[src/sv/cste_pkg.sv]
// ----------------------------------------------------------------------------
// cste_pkg
// Shared types and codes of the scheduling timing engine.
// ----------------------------------------------------------------------------
package cste_pkg;

   localparam int ARR_W  = 16;
   localparam int BUR_W  = 16;
   localparam int PRI_W  = 8;
   localparam int QNT_W  = 16;
   localparam int MODE_W = 2;

   localparam int REQ_DATA_W = 40;
   localparam int RSP_DATA_W = 72;
   localparam int PIDX_W     = 4;
   localparam int CT_W       = 21;
   localparam int WT_W       = 20;
   localparam int TAT_W      = 21;

   localparam logic [MODE_W-1:0] MODE_FCFS = 2'd0;
   localparam logic [MODE_W-1:0] MODE_SRTF = 2'd1;
   localparam logic [MODE_W-1:0] MODE_PRIO = 2'd2;
   localparam logic [MODE_W-1:0] MODE_RR   = 2'd3;

   localparam logic CSR_POLICY  = 1'b0;
   localparam logic CSR_QUANTUM = 1'b1;

   typedef enum logic [3:0] {
      OP_NONE,
      OP_INIT,
      OP_CLEAR,
      OP_SCAN_START,
      OP_SCAN_STEP,
      OP_TAKE_A,
      OP_TAKE_B,
      OP_JUMP_A,
      OP_JUMP_N,
      OP_POP,
      OP_FETCH,
      OP_ADVANCE,
      OP_PUSH_A,
      OP_PUSH_RUN,
      OP_FINISH
   } op_type;

   typedef enum logic [1:0] {
      SCAN_UNFIN,
      SCAN_ADMIT,
      SCAN_UNADM
   } scan_type;

   typedef struct packed {
      op_type   op;
      scan_type kind;
      logic     load;
   } cmd_type;

   typedef struct packed {
      logic [MODE_W-1:0] mode;
      logic              scan_last;
      logic              a_vld;
      logic              b_vld;
      logic              q_empty;
      logic              run_done;
      logic              out_free;
      logic              last_one;
   } status_type;

endpackage

[src/sv/cpu_schedule_timing_engine.sv]
// ----------------------------------------------------------------------------
// cpu_schedule_timing_engine
// Process scheduling simulator: FCFS, shortest remaining time, priority and
// round robin, one completion result per loaded process.
// ----------------------------------------------------------------------------
// Records load one per cycle while no run is in progress. The record flagged
// with tlast starts a run and the request side then stalls until the run is
// over. Every pick of the next process sweeps the record store one entry per
// cycle; a completed pick then advances time and emits its result, and a jump
// over an idle gap costs one more sweep. A round robin slice adds one further
// sweep for each process it admits to the ready queue, and emits a result if
// the process finishes. Shortest remaining time sweeps again each time an
// arrival cuts the running burst short. The last result of a run may still
// wait in the output register while the next batch loads. Registers may be
// written only between runs.
module cpu_schedule_timing_engine #(
   parameter int MAX_PROCS = 16
) (
   input  logic        clock,
   input  logic        reset,
   input  logic        req_tvalid,
   output logic        req_tready,
   // arrival_time[15:0], burst_time[31:16], priority_level[39:32]
   input  logic [39:0] req_tdata,
   input  logic        req_tlast,
   output logic        rsp_tvalid,
   input  logic        rsp_tready,
   // process_index[3:0], completion_time[24:4], waiting_time[44:25],
   // turnaround_time[65:45], zero fill[71:66]
   output logic [71:0] rsp_tdata,
   output logic        rsp_tlast,
   input  logic        csr_wr_en,
   input  logic        csr_index,
   input  logic [15:0] csr_wr_data
);

   cste_pkg::cmd_type    cmd;
   cste_pkg::status_type st;

   cste_ctrl u_ctrl (
      .clock      (clock),
      .reset      (reset),
      .req_tvalid (req_tvalid),
      .req_tlast  (req_tlast),
      .req_tready (req_tready),
      .st         (st),
      .cmd        (cmd)
   );

   cste_dp #(.MAX_PROCS(MAX_PROCS)) u_dp (
      .clock       (clock),
      .reset       (reset),
      .cmd         (cmd),
      .st          (st),
      .in_arr      (req_tdata[15:0]),
      .in_bur      (req_tdata[31:16]),
      .in_pri      (req_tdata[39:32]),
      .csr_wr_en   (csr_wr_en),
      .csr_index   (csr_index),
      .csr_wr_data (csr_wr_data),
      .rsp_tvalid  (rsp_tvalid),
      .rsp_tready  (rsp_tready),
      .rsp_tdata   (rsp_tdata),
      .rsp_tlast   (rsp_tlast)
   );

endmodule

[src/sv/cste_ctrl.sv]
// ----------------------------------------------------------------------------
// cste_ctrl
// Sequencer: loads records, then steps the selected policy through scans,
// picks, time advances and result emission.
// ----------------------------------------------------------------------------
module cste_ctrl (
   input  logic                 clock,
   input  logic                 reset,
   input  logic                 req_tvalid,
   input  logic                 req_tlast,
   output logic                 req_tready,
   input  cste_pkg::status_type st,
   output cste_pkg::cmd_type    cmd
);

   typedef enum logic [3:0] {
      S_LOAD, S_INIT, S_SCAN_START, S_SCAN, S_EVAL, S_RUN, S_CHECK, S_FINISH,
      S_DONE, S_ADM_START, S_ADM_SCAN, S_ADM_EVAL, S_RR_NEXT, S_FETCH
   } state_type;

   state_type state_ff, state_in;
   logic      pend_ff, pend_in;
   logic      accept;

   assign req_tready = (state_ff == S_LOAD);
   assign accept     = req_tvalid && req_tready;

   always_comb begin
      state_in = state_ff;
      pend_in  = pend_ff;
      cmd.op   = cste_pkg::OP_NONE;
      cmd.kind = cste_pkg::SCAN_UNFIN;
      cmd.load = accept;
      unique case (state_ff)
         S_LOAD: begin
            if (accept && req_tlast) state_in = S_INIT;
         end
         S_INIT: begin
            cmd.op  = cste_pkg::OP_INIT;
            pend_in = 1'b0;
            state_in = (st.mode == cste_pkg::MODE_RR) ? S_ADM_START : S_SCAN_START;
         end
         S_SCAN_START: begin
            cmd.op   = cste_pkg::OP_SCAN_START;
            cmd.kind = (st.mode == cste_pkg::MODE_RR) ? cste_pkg::SCAN_UNADM
                                                      : cste_pkg::SCAN_UNFIN;
            state_in = S_SCAN;
         end
         S_SCAN: begin
            cmd.op = cste_pkg::OP_SCAN_STEP;
            if (st.scan_last) state_in = S_EVAL;
         end
         S_EVAL: begin
            unique case (st.mode)
               cste_pkg::MODE_FCFS: begin
                  cmd.op   = cste_pkg::OP_TAKE_A;
                  state_in = S_RUN;
               end
               cste_pkg::MODE_PRIO: begin
                  cmd.op   = st.b_vld ? cste_pkg::OP_TAKE_B : cste_pkg::OP_JUMP_A;
                  state_in = st.b_vld ? S_RUN : S_SCAN_START;
               end
               cste_pkg::MODE_SRTF: begin
                  cmd.op   = st.b_vld ? cste_pkg::OP_TAKE_B : cste_pkg::OP_JUMP_N;
                  state_in = st.b_vld ? S_RUN : S_SCAN_START;
               end
               default: begin
                  cmd.op   = cste_pkg::OP_JUMP_A;
                  state_in = S_ADM_START;
               end
            endcase
         end
         S_RUN: begin
            cmd.op   = cste_pkg::OP_ADVANCE;
            state_in = S_CHECK;
         end
         S_CHECK: begin
            if (st.mode == cste_pkg::MODE_RR) begin
               pend_in  = 1'b1;
               state_in = S_ADM_START;
            end else begin
               state_in = st.run_done ? S_FINISH : S_SCAN_START;
            end
         end
         S_FINISH: begin
            if (st.out_free) begin
               cmd.op  = cste_pkg::OP_FINISH;
               pend_in = 1'b0;
               if (st.last_one) state_in = S_DONE;
               else if (st.mode == cste_pkg::MODE_RR) state_in = S_RR_NEXT;
               else state_in = S_SCAN_START;
            end
         end
         S_DONE: begin
            cmd.op   = cste_pkg::OP_CLEAR;
            state_in = S_LOAD;
         end
         S_ADM_START: begin
            cmd.op   = cste_pkg::OP_SCAN_START;
            cmd.kind = cste_pkg::SCAN_ADMIT;
            state_in = S_ADM_SCAN;
         end
         S_ADM_SCAN: begin
            cmd.op = cste_pkg::OP_SCAN_STEP;
            if (st.scan_last) state_in = S_ADM_EVAL;
         end
         S_ADM_EVAL: begin
            // Newly arrived processes enter the queue before the preempted one.
            if (st.a_vld) begin
               cmd.op   = cste_pkg::OP_PUSH_A;
               state_in = S_ADM_START;
            end else if (pend_ff && st.run_done) begin
               state_in = S_FINISH;
            end else if (pend_ff) begin
               cmd.op   = cste_pkg::OP_PUSH_RUN;
               pend_in  = 1'b0;
               state_in = S_RR_NEXT;
            end else begin
               state_in = S_RR_NEXT;
            end
         end
         S_RR_NEXT: begin
            if (st.q_empty) begin
               state_in = S_SCAN_START;
            end else begin
               cmd.op   = cste_pkg::OP_POP;
               state_in = S_FETCH;
            end
         end
         S_FETCH: begin
            cmd.op   = cste_pkg::OP_FETCH;
            state_in = S_RUN;
         end
         default: state_in = S_LOAD;
      endcase
   end

   always_ff @(posedge clock) begin
      if (reset) begin
         state_ff <= S_LOAD;
         pend_ff  <= 1'b0;
      end else begin
         state_ff <= state_in;
         pend_ff  <= pend_in;
      end
   end

endmodule

[src/sv/cste_dp.sv]
// ----------------------------------------------------------------------------
// cste_dp
// Datapath: record stores, ready queue, candidate search, simulated time
// and the result register.
// ----------------------------------------------------------------------------
module cste_dp #(
   parameter int MAX_PROCS = 16
) (
   input  logic                                clock,
   input  logic                                reset,
   input  cste_pkg::cmd_type                   cmd,
   output cste_pkg::status_type                st,
   input  logic [cste_pkg::ARR_W-1:0]          in_arr,
   input  logic [cste_pkg::BUR_W-1:0]          in_bur,
   input  logic [cste_pkg::PRI_W-1:0]          in_pri,
   input  logic                                csr_wr_en,
   input  logic                                csr_index,
   input  logic [cste_pkg::QNT_W-1:0]          csr_wr_data,
   output logic                                rsp_tvalid,
   input  logic                                rsp_tready,
   output logic [cste_pkg::RSP_DATA_W-1:0]     rsp_tdata,
   output logic                                rsp_tlast
);

   localparam int IDX_W  = (MAX_PROCS > 1) ? $clog2(MAX_PROCS) : 1;
   localparam int CNT_W  = $clog2(MAX_PROCS + 1);
   localparam int TIME_W = $clog2(65535 * (MAX_PROCS + 1) + 1);
   localparam logic [IDX_W-1:0] LAST_SLOT = IDX_W'(MAX_PROCS - 1);

   logic [cste_pkg::ARR_W-1:0] arr_mem [MAX_PROCS];
   logic [cste_pkg::BUR_W-1:0] bur_mem [MAX_PROCS];
   logic [cste_pkg::PRI_W-1:0] pri_mem [MAX_PROCS];
   logic [cste_pkg::BUR_W-1:0] rem_mem [MAX_PROCS];
   logic [IDX_W-1:0]           q_mem   [MAX_PROCS];

   logic [cste_pkg::MODE_W-1:0] mode_ff;
   logic [cste_pkg::QNT_W-1:0]  quantum_ff;
   logic [CNT_W-1:0]  load_cnt_ff, emit_cnt_ff, q_cnt_ff;
   logic [IDX_W-1:0]  q_head_ff, q_tail_ff, scan_ff, run_idx_ff;
   logic [TIME_W-1:0] time_ff;
   logic [MAX_PROCS-1:0] done_ff, adm_ff;
   cste_pkg::scan_type kind_ff;

   logic                       a_vld_ff, b_vld_ff, n_vld_ff;
   logic [IDX_W-1:0]           a_idx_ff, b_idx_ff;
   logic [cste_pkg::ARR_W-1:0] a_arr_ff, b_arr_ff, n_arr_ff, run_arr_ff;
   logic [cste_pkg::BUR_W-1:0] a_bur_ff, b_bur_ff, a_rem_ff, b_rem_ff;
   logic [cste_pkg::BUR_W-1:0] run_bur_ff, run_rem_ff;
   logic [cste_pkg::PRI_W-1:0] b_pri_ff;

   logic                        rsp_vld_ff;
   logic [cste_pkg::RSP_DATA_W-1:0] rsp_data_ff;
   logic                        rsp_last_ff;

   logic [IDX_W-1:0]           rd_addr;
   logic [cste_pkg::ARR_W-1:0] rd_arr;
   logic [cste_pkg::BUR_W-1:0] rd_bur, rd_rem;
   logic [cste_pkg::PRI_W-1:0] rd_pri;
   logic arrived, fa, fb, better;
   logic [cste_pkg::BUR_W-1:0] load_bur;
   logic [TIME_W-1:0] base, lim, run_rem_ext, d, tat, wt;
   logic [cste_pkg::BUR_W-1:0] d16, rem_new;
   logic [cste_pkg::QNT_W-1:0] q_eff;
   logic [CNT_W-1:0] emit_next;

   assign rd_addr = (cmd.op == cste_pkg::OP_FETCH) ? run_idx_ff : scan_ff;
   assign rd_arr  = arr_mem[rd_addr];
   assign rd_bur  = bur_mem[rd_addr];
   assign rd_rem  = rem_mem[rd_addr];
   assign rd_pri  = pri_mem[rd_addr];

   assign arrived = TIME_W'(rd_arr) <= time_ff;
   assign load_bur = (in_bur == '0) ? cste_pkg::BUR_W'(1) : in_bur;
   assign q_eff = (quantum_ff == '0) ? cste_pkg::QNT_W'(1) : quantum_ff;

   always_comb begin
      unique case (kind_ff)
         cste_pkg::SCAN_ADMIT: fa = !adm_ff[scan_ff] && arrived;
         cste_pkg::SCAN_UNADM: fa = !adm_ff[scan_ff];
         default:              fa = !done_ff[scan_ff];
      endcase
      fb = !done_ff[scan_ff] && arrived;
      // Ties fall to the earlier arrival; the scan runs in load order.
      if (mode_ff == cste_pkg::MODE_PRIO)
         better = !b_vld_ff || (rd_pri > b_pri_ff) ||
                  ((rd_pri == b_pri_ff) && (rd_arr < b_arr_ff));
      else
         better = !b_vld_ff || (rd_rem < b_rem_ff) ||
                  ((rd_rem == b_rem_ff) && (rd_arr < b_arr_ff));
   end

   always_comb begin
      run_rem_ext = TIME_W'(run_rem_ff);
      base = (time_ff > TIME_W'(run_arr_ff)) ? time_ff : TIME_W'(run_arr_ff);
      unique case (mode_ff)
         cste_pkg::MODE_SRTF: lim = n_vld_ff ? TIME_W'(n_arr_ff) - time_ff : '1;
         cste_pkg::MODE_RR:   lim = TIME_W'(q_eff);
         default:             lim = run_rem_ext;
      endcase
      d       = (lim < run_rem_ext) ? lim : run_rem_ext;
      d16     = cste_pkg::BUR_W'(d);
      rem_new = run_rem_ff - d16;
      tat = (time_ff >= TIME_W'(run_arr_ff)) ? time_ff - TIME_W'(run_arr_ff) : '0;
      wt  = (tat >= TIME_W'(run_bur_ff)) ? tat - TIME_W'(run_bur_ff) : '0;
      emit_next = emit_cnt_ff + CNT_W'(1);
   end

   // Payload stores.
   always_ff @(posedge clock) begin
      if (cmd.load && (load_cnt_ff < CNT_W'(MAX_PROCS))) begin
         arr_mem[load_cnt_ff[IDX_W-1:0]] <= in_arr;
         bur_mem[load_cnt_ff[IDX_W-1:0]] <= load_bur;
         rem_mem[load_cnt_ff[IDX_W-1:0]] <= load_bur;
         pri_mem[load_cnt_ff[IDX_W-1:0]] <= in_pri;
      end else if (cmd.op == cste_pkg::OP_ADVANCE) begin
         rem_mem[run_idx_ff] <= rem_new;
      end
      if (cmd.op == cste_pkg::OP_PUSH_A)   q_mem[q_tail_ff] <= a_idx_ff;
      if (cmd.op == cste_pkg::OP_PUSH_RUN) q_mem[q_tail_ff] <= run_idx_ff;
   end

   // Candidate and run payload registers.
   always_ff @(posedge clock) begin
      unique case (cmd.op)
         cste_pkg::OP_SCAN_STEP: begin
            if (fa && (!a_vld_ff || rd_arr < a_arr_ff)) begin
               a_idx_ff <= scan_ff;
               a_arr_ff <= rd_arr;
               a_bur_ff <= rd_bur;
               a_rem_ff <= rd_rem;
            end
            if (fb && better) begin
               b_idx_ff <= scan_ff;
               b_arr_ff <= rd_arr;
               b_bur_ff <= rd_bur;
               b_rem_ff <= rd_rem;
               b_pri_ff <= rd_pri;
            end
            if (!arrived && (!n_vld_ff || rd_arr < n_arr_ff)) n_arr_ff <= rd_arr;
         end
         cste_pkg::OP_TAKE_A: begin
            run_idx_ff <= a_idx_ff;
            run_arr_ff <= a_arr_ff;
            run_bur_ff <= a_bur_ff;
            run_rem_ff <= a_rem_ff;
         end
         cste_pkg::OP_TAKE_B: begin
            run_idx_ff <= b_idx_ff;
            run_arr_ff <= b_arr_ff;
            run_bur_ff <= b_bur_ff;
            run_rem_ff <= b_rem_ff;
         end
         cste_pkg::OP_POP: run_idx_ff <= q_mem[q_head_ff];
         cste_pkg::OP_FETCH: begin
            run_arr_ff <= rd_arr;
            run_bur_ff <= rd_bur;
            run_rem_ff <= rd_rem;
         end
         cste_pkg::OP_ADVANCE: run_rem_ff <= rem_new;
         default: ;
      endcase
      if (cmd.op == cste_pkg::OP_FINISH) begin
         rsp_data_ff <= {6'd0, cste_pkg::TAT_W'(tat), cste_pkg::WT_W'(wt),
                         cste_pkg::CT_W'(time_ff), cste_pkg::PIDX_W'(run_idx_ff)};
         rsp_last_ff <= (emit_next == load_cnt_ff);
      end
   end

   // Control state.
   always_ff @(posedge clock) begin
      if (reset) begin
         mode_ff     <= cste_pkg::MODE_FCFS;
         quantum_ff  <= cste_pkg::QNT_W'(1);
         load_cnt_ff <= '0;
         emit_cnt_ff <= '0;
         q_cnt_ff    <= '0;
         q_head_ff   <= '0;
         q_tail_ff   <= '0;
         scan_ff     <= '0;
         time_ff     <= '0;
         done_ff     <= '0;
         adm_ff      <= '0;
         kind_ff     <= cste_pkg::SCAN_UNFIN;
         a_vld_ff    <= 1'b0;
         b_vld_ff    <= 1'b0;
         n_vld_ff    <= 1'b0;
         rsp_vld_ff  <= 1'b0;
      end else begin
         if (csr_wr_en) begin
            if (csr_index == cste_pkg::CSR_POLICY)
               mode_ff <= csr_wr_data[cste_pkg::MODE_W-1:0];
            else
               quantum_ff <= csr_wr_data;
         end
         if (cmd.load && (load_cnt_ff < CNT_W'(MAX_PROCS)))
            load_cnt_ff <= load_cnt_ff + CNT_W'(1);
         if (cmd.op == cste_pkg::OP_FINISH) rsp_vld_ff <= 1'b1;
         else if (rsp_vld_ff && rsp_tready) rsp_vld_ff <= 1'b0;
         unique case (cmd.op)
            cste_pkg::OP_INIT: begin
               time_ff     <= '0;
               done_ff     <= '0;
               adm_ff      <= '0;
               q_cnt_ff    <= '0;
               q_head_ff   <= '0;
               q_tail_ff   <= '0;
               emit_cnt_ff <= '0;
            end
            cste_pkg::OP_CLEAR: load_cnt_ff <= '0;
            cste_pkg::OP_SCAN_START: begin
               scan_ff  <= '0;
               kind_ff  <= cmd.kind;
               a_vld_ff <= 1'b0;
               b_vld_ff <= 1'b0;
               n_vld_ff <= 1'b0;
            end
            cste_pkg::OP_SCAN_STEP: begin
               scan_ff <= scan_ff + IDX_W'(1);
               if (fa) a_vld_ff <= 1'b1;
               if (fb) b_vld_ff <= 1'b1;
               if (!arrived) n_vld_ff <= 1'b1;
            end
            cste_pkg::OP_JUMP_A: time_ff <= TIME_W'(a_arr_ff);
            cste_pkg::OP_JUMP_N: time_ff <= TIME_W'(n_arr_ff);
            cste_pkg::OP_ADVANCE: time_ff <= base + d;
            cste_pkg::OP_POP: begin
               q_head_ff <= (q_head_ff == LAST_SLOT) ? '0 : q_head_ff + IDX_W'(1);
               q_cnt_ff  <= q_cnt_ff - CNT_W'(1);
            end
            cste_pkg::OP_PUSH_A, cste_pkg::OP_PUSH_RUN: begin
               q_tail_ff <= (q_tail_ff == LAST_SLOT) ? '0 : q_tail_ff + IDX_W'(1);
               q_cnt_ff  <= q_cnt_ff + CNT_W'(1);
               if (cmd.op == cste_pkg::OP_PUSH_A) adm_ff[a_idx_ff] <= 1'b1;
            end
            cste_pkg::OP_FINISH: begin
               done_ff[run_idx_ff] <= 1'b1;
               emit_cnt_ff <= emit_next;
            end
            default: ;
         endcase
      end
   end

   assign st.mode      = mode_ff;
   assign st.scan_last = (CNT_W'(scan_ff) + CNT_W'(1)) == load_cnt_ff;
   assign st.a_vld     = a_vld_ff;
   assign st.b_vld     = b_vld_ff;
   assign st.q_empty   = (q_cnt_ff == '0);
   assign st.run_done  = (run_rem_ff == '0);
   assign st.out_free  = !rsp_vld_ff || rsp_tready;
   assign st.last_one  = (emit_next == load_cnt_ff);

   assign rsp_tvalid = rsp_vld_ff;
   assign rsp_tdata  = rsp_data_ff;
   assign rsp_tlast  = rsp_last_ff;

endmodule

[config.mk]
export PLATFORM = sky130hd
export DESIGN_NAME = cpu_schedule_timing_engine
export DESIGN_NICKNAME = d
export VERILOG_FILES = /design/src/sv/cste_pkg.sv /design/src/sv/cpu_schedule_timing_engine.sv /design/src/sv/cste_ctrl.sv /design/src/sv/cste_dp.sv
export SDC_FILE = /design/constraint.sdc
export NUM_CORES = 2
export LEC_CHECK = 0
export BUFFER_PORTS_ARGS = -buffer_cell sky130_fd_sc_hd__buf_2
export CORE_AREA = 2 2 365 367
export DETAILED_ROUTE_END_ITERATION = 10
export DIE_AREA = 0 0 367 369
export SYNTH_ARGS = -nofsm -noshare
export SYNTH_HDL_FRONTEND = slang
export SYNTH_SLANG_ARGS = --single-unit
[constraint.sdc]
create_clock -name clock -period 10.4 [get_ports clock]
set_input_delay 1.56 -clock clock [delete_from_list [all_inputs] [get_ports clock]]
set_output_delay 1.56 -clock clock [all_outputs]
set_load 0.02 [all_outputs]
==> results.cfg <==
[finish]
stdcell_count = 6024
drive_above_1_share_pct = 16.9
final_common_cell = edfxtp_1
fill_cells = 11100
nets = 4425
area_growth_pct = 12.9
final_cell_mix = 1,207 x edfxtp_1, 399 x nand2_1, 250 x mux4_2, 246 x nor2_1, 204 x ha_1

[timing]
tns_ps = 0
rsz0062_at_grt = no
finalSetupViolations = 0
worst_pin_slew_ps = 1210
hold_viol = 0
final.period_utilization_pct = 81.2
timing.final.ws_setup_ps = 1950
slew_violations = 0
relSlewSlack_pct = 18.6
skew_ps = 37.9
fmax_mhz = 118
layout_min_cycle_time_ps = 8450

[placed_design]
dpl_worst_slack_ps = 2040
place.gp.congestion = 0.894
hpwl_um = 94600
numPortBuffers = 131
placedCellCount = 5765

[clock_tree]
cts.reportedPaths.clkPinSlew_ps = 60
cts_tree = built
cts_setup_buffers = 0
cts.sinks = 1320
htreeDepth = 4
cts-root-buf = clkbuf_16
cts_inserted_buffers = 140
holdBufCountCts = 0
cts_resized = 0
insertion_delay_ps = 780
cts_max_path_buffers = 3

[power_and_ir_drop]
p_leak_uw = 0.0235
ir_worst_vdd_mv = 0.153
finalPower_uw = 13600
cellPowerDensity_nw_per_um2 = 205

[critical_path]
crit_fanout = 16
end_kind = flip-flop
path_common_cell = a21oi_1
cp-start-kind = flip-flop
path_buf_inv = 2
critPathRequiredTime_ps = 10810
cpPeakStageDelay_ps = 930
critPathTopFamily = compound AO/OA/AOI/OAI gates
cp.arrival_ps = 8860
path_class = reg -> reg
slowest_stage = o311ai_2

[detailed_routing]
drt_iter0_drc = 3373
vias_per_cell = 5.76
antenna_left = 0
wl_per_cell_um = 25.4
drc = 0
num_vias = 34700
wl_um = 153000
first_pass_iters = 6

[die]
die-area_um2 = 135000
core_area_um2 = 131000
io_pins = 138
rows = 133
die_x_um = 367
start_util_pct = 44.8
die_y_um = 369

[run]
drv_cap = 0

[yosys]
synth_area_per_cell_um2 = 14.7
synth_enable_flop_cells = 1207
ys_types = 86
yosys_most_used_dff = edfxtp_1
netlist_area_um2 = 58700
yosysWarningCount = 0
synthCells = 3989
synthArstFlopShare_pct = 0
ys_seq_area_share_pct = 65.6
ys_seq_elements = 1320

[min_path]
min_path_type = reg -> reg

[grt]
grt.overflow.total = 0
grt_first_pass_wirelength_um = 226000
antenna_found_initial = 16
grt_usage_pct = 22.5
grt_max_degree = 92
grt_pass1_vias = 34100

[outcome]
status = completed
final timing paths:
path / start / endpoint / slack [ps] / cells after the start
max: u_dp.time_ff[1]$_SDFFE_PP0P_ / u_dp.rem_mem[5][15]$_DFFE_PP_ / 1950 / 30
max reg2reg: u_dp.time_ff[1]$_SDFFE_PP0P_ / u_dp.rem_mem[5][15]$_DFFE_PP_ / 1950 / 30
min reg2reg: u_dp.adm_ff[4]$_SDFFE_PP0P_ / u_dp.adm_ff[4]$_SDFFE_PP0P_ / 460 / 2
min: u_dp.adm_ff[4]$_SDFFE_PP0P_ / u_dp.adm_ff[4]$_SDFFE_PP0P_ / 460 / 2
worst reg2reg max path: cells and delay by family, from the launching register on:
family	cells	cell delay (ps)
AO/OA/AOI/OAI	15	3420
adder cells (fa/ha/maj)	3	900
buffers and inverters	2	520
XOR/XNOR	1	140
multiplexers	1	490
AND/OR/NAND/NOR	8	2100
flip-flops	1	480
cell usage after synthesis, drive strengths merged, types with 8 or more instances:
master | n | share of area, %
inv | 194 | 1.2
a221oi | 17 | 0.25
and3 | 9 | 0.096
nor2 | 262 | 1.7
mux4 | 250 | 9.6
nand4 | 25 | 0.27
xor2 | 33 | 0.49
o21ai | 105 | 0.89
mux2 | 11 | 0.21
dfxtp | 113 | 3.9
ha | 204 | 4.3
a221o | 15 | 0.26
a21o | 44 | 0.56
nor2b | 44 | 0.47
clkbuf | 133 | 0.85
xnor2 | 57 | 0.85
and2 | 63 | 0.67
a21oi | 169 | 1.4
buf | 77 | 0.74
a22oi | 61 | 0.78
o21bai | 8 | 0.10
edfxtp | 1207 | 62
nand3 | 37 | 0.32
nand2b | 35 | 0.37
nand2 | 399 | 2.6
nor4 | 23 | 0.26
nor3 | 50 | 0.43
o21a | 24 | 0.31
mux2i | 41 | 0.73
a211oi | 71 | 0.91
a2111oi | 8 | 0.12
a31oi | 93 | 1.0
layout make-up:
| class | instances | area (um2) | share of cell area (%) |
|---|---|---|---|
| tap | 1755 | 2200 | 3.31 |
| inverter | 195 | 733 | 1.11 |
| multi-input combinational | 2273 | 18800 | 28.4 |
| sequential | 1320 | 38500 | 58.1 |
| antenna | 2 | 5.00 | 0.00755 |
| timing repair buffer | 222 | 1440 | 2.17 |
| clock inverter | 80 | 900 | 1.36 |
| clock buffer | 177 | 3720 | 5.60 |
sequential cells by signal, summed over array words and instances, names as in the netlist, 21 cells and up, named ones only:
name / count
u_dp.arr_mem: 256
u_dp.bur_mem: 256
u_dp.rem_mem: 256
u_dp.pri_mem: 128
u_dp.rsp_tdata: 66
u_dp.q_mem: 64
u_dp.time_ff: 21
metal layers:
metal  GRT usage, %  vias up  routed length, um
met5              0        -                127
met4           6.46       20               3630
met3           5.38      240              12200
met2           35.2     1201              70600
met1           31.5    17600              66600
li1               -    15700                  -
logic make-up (layout without fill, tap and decap cells):
kind of cell    Yosys count  count (layout)  synth area share (%)
simple gates            977             977                  7.49
xor+xnor                 90              90                  1.34
buf+inv                 405             674                  2.84
flops                  1320            1320                  65.6
mux                     302             302                  10.5
compound gates          684             684                  7.67
fa+ha+maj               210             210                  4.55
other cells               1              12               0.00639
power breakdown:
group          leakage, uW  internal [uW]  total (uW)  switching, uW
Combinational      0.00948            884        2340           1450
Clock              0.00224           2890        5000           2110
Sequential          0.0118           6130        6270            140
Total               0.0235           9900       13600           3710
through the flow:
step	util (%)	hold WS [ps]	instance area, um2
5_1_grt	50.6	493	66300
2_1_floorplan	-	406	58800
6_report	50.6	462	66300
3_3_place_gp	47.0	443	61700
4_1_cts	50.6	468	66300
3_5_place_dp	47.0	454	61700
(Power assumes the default switching activity.)
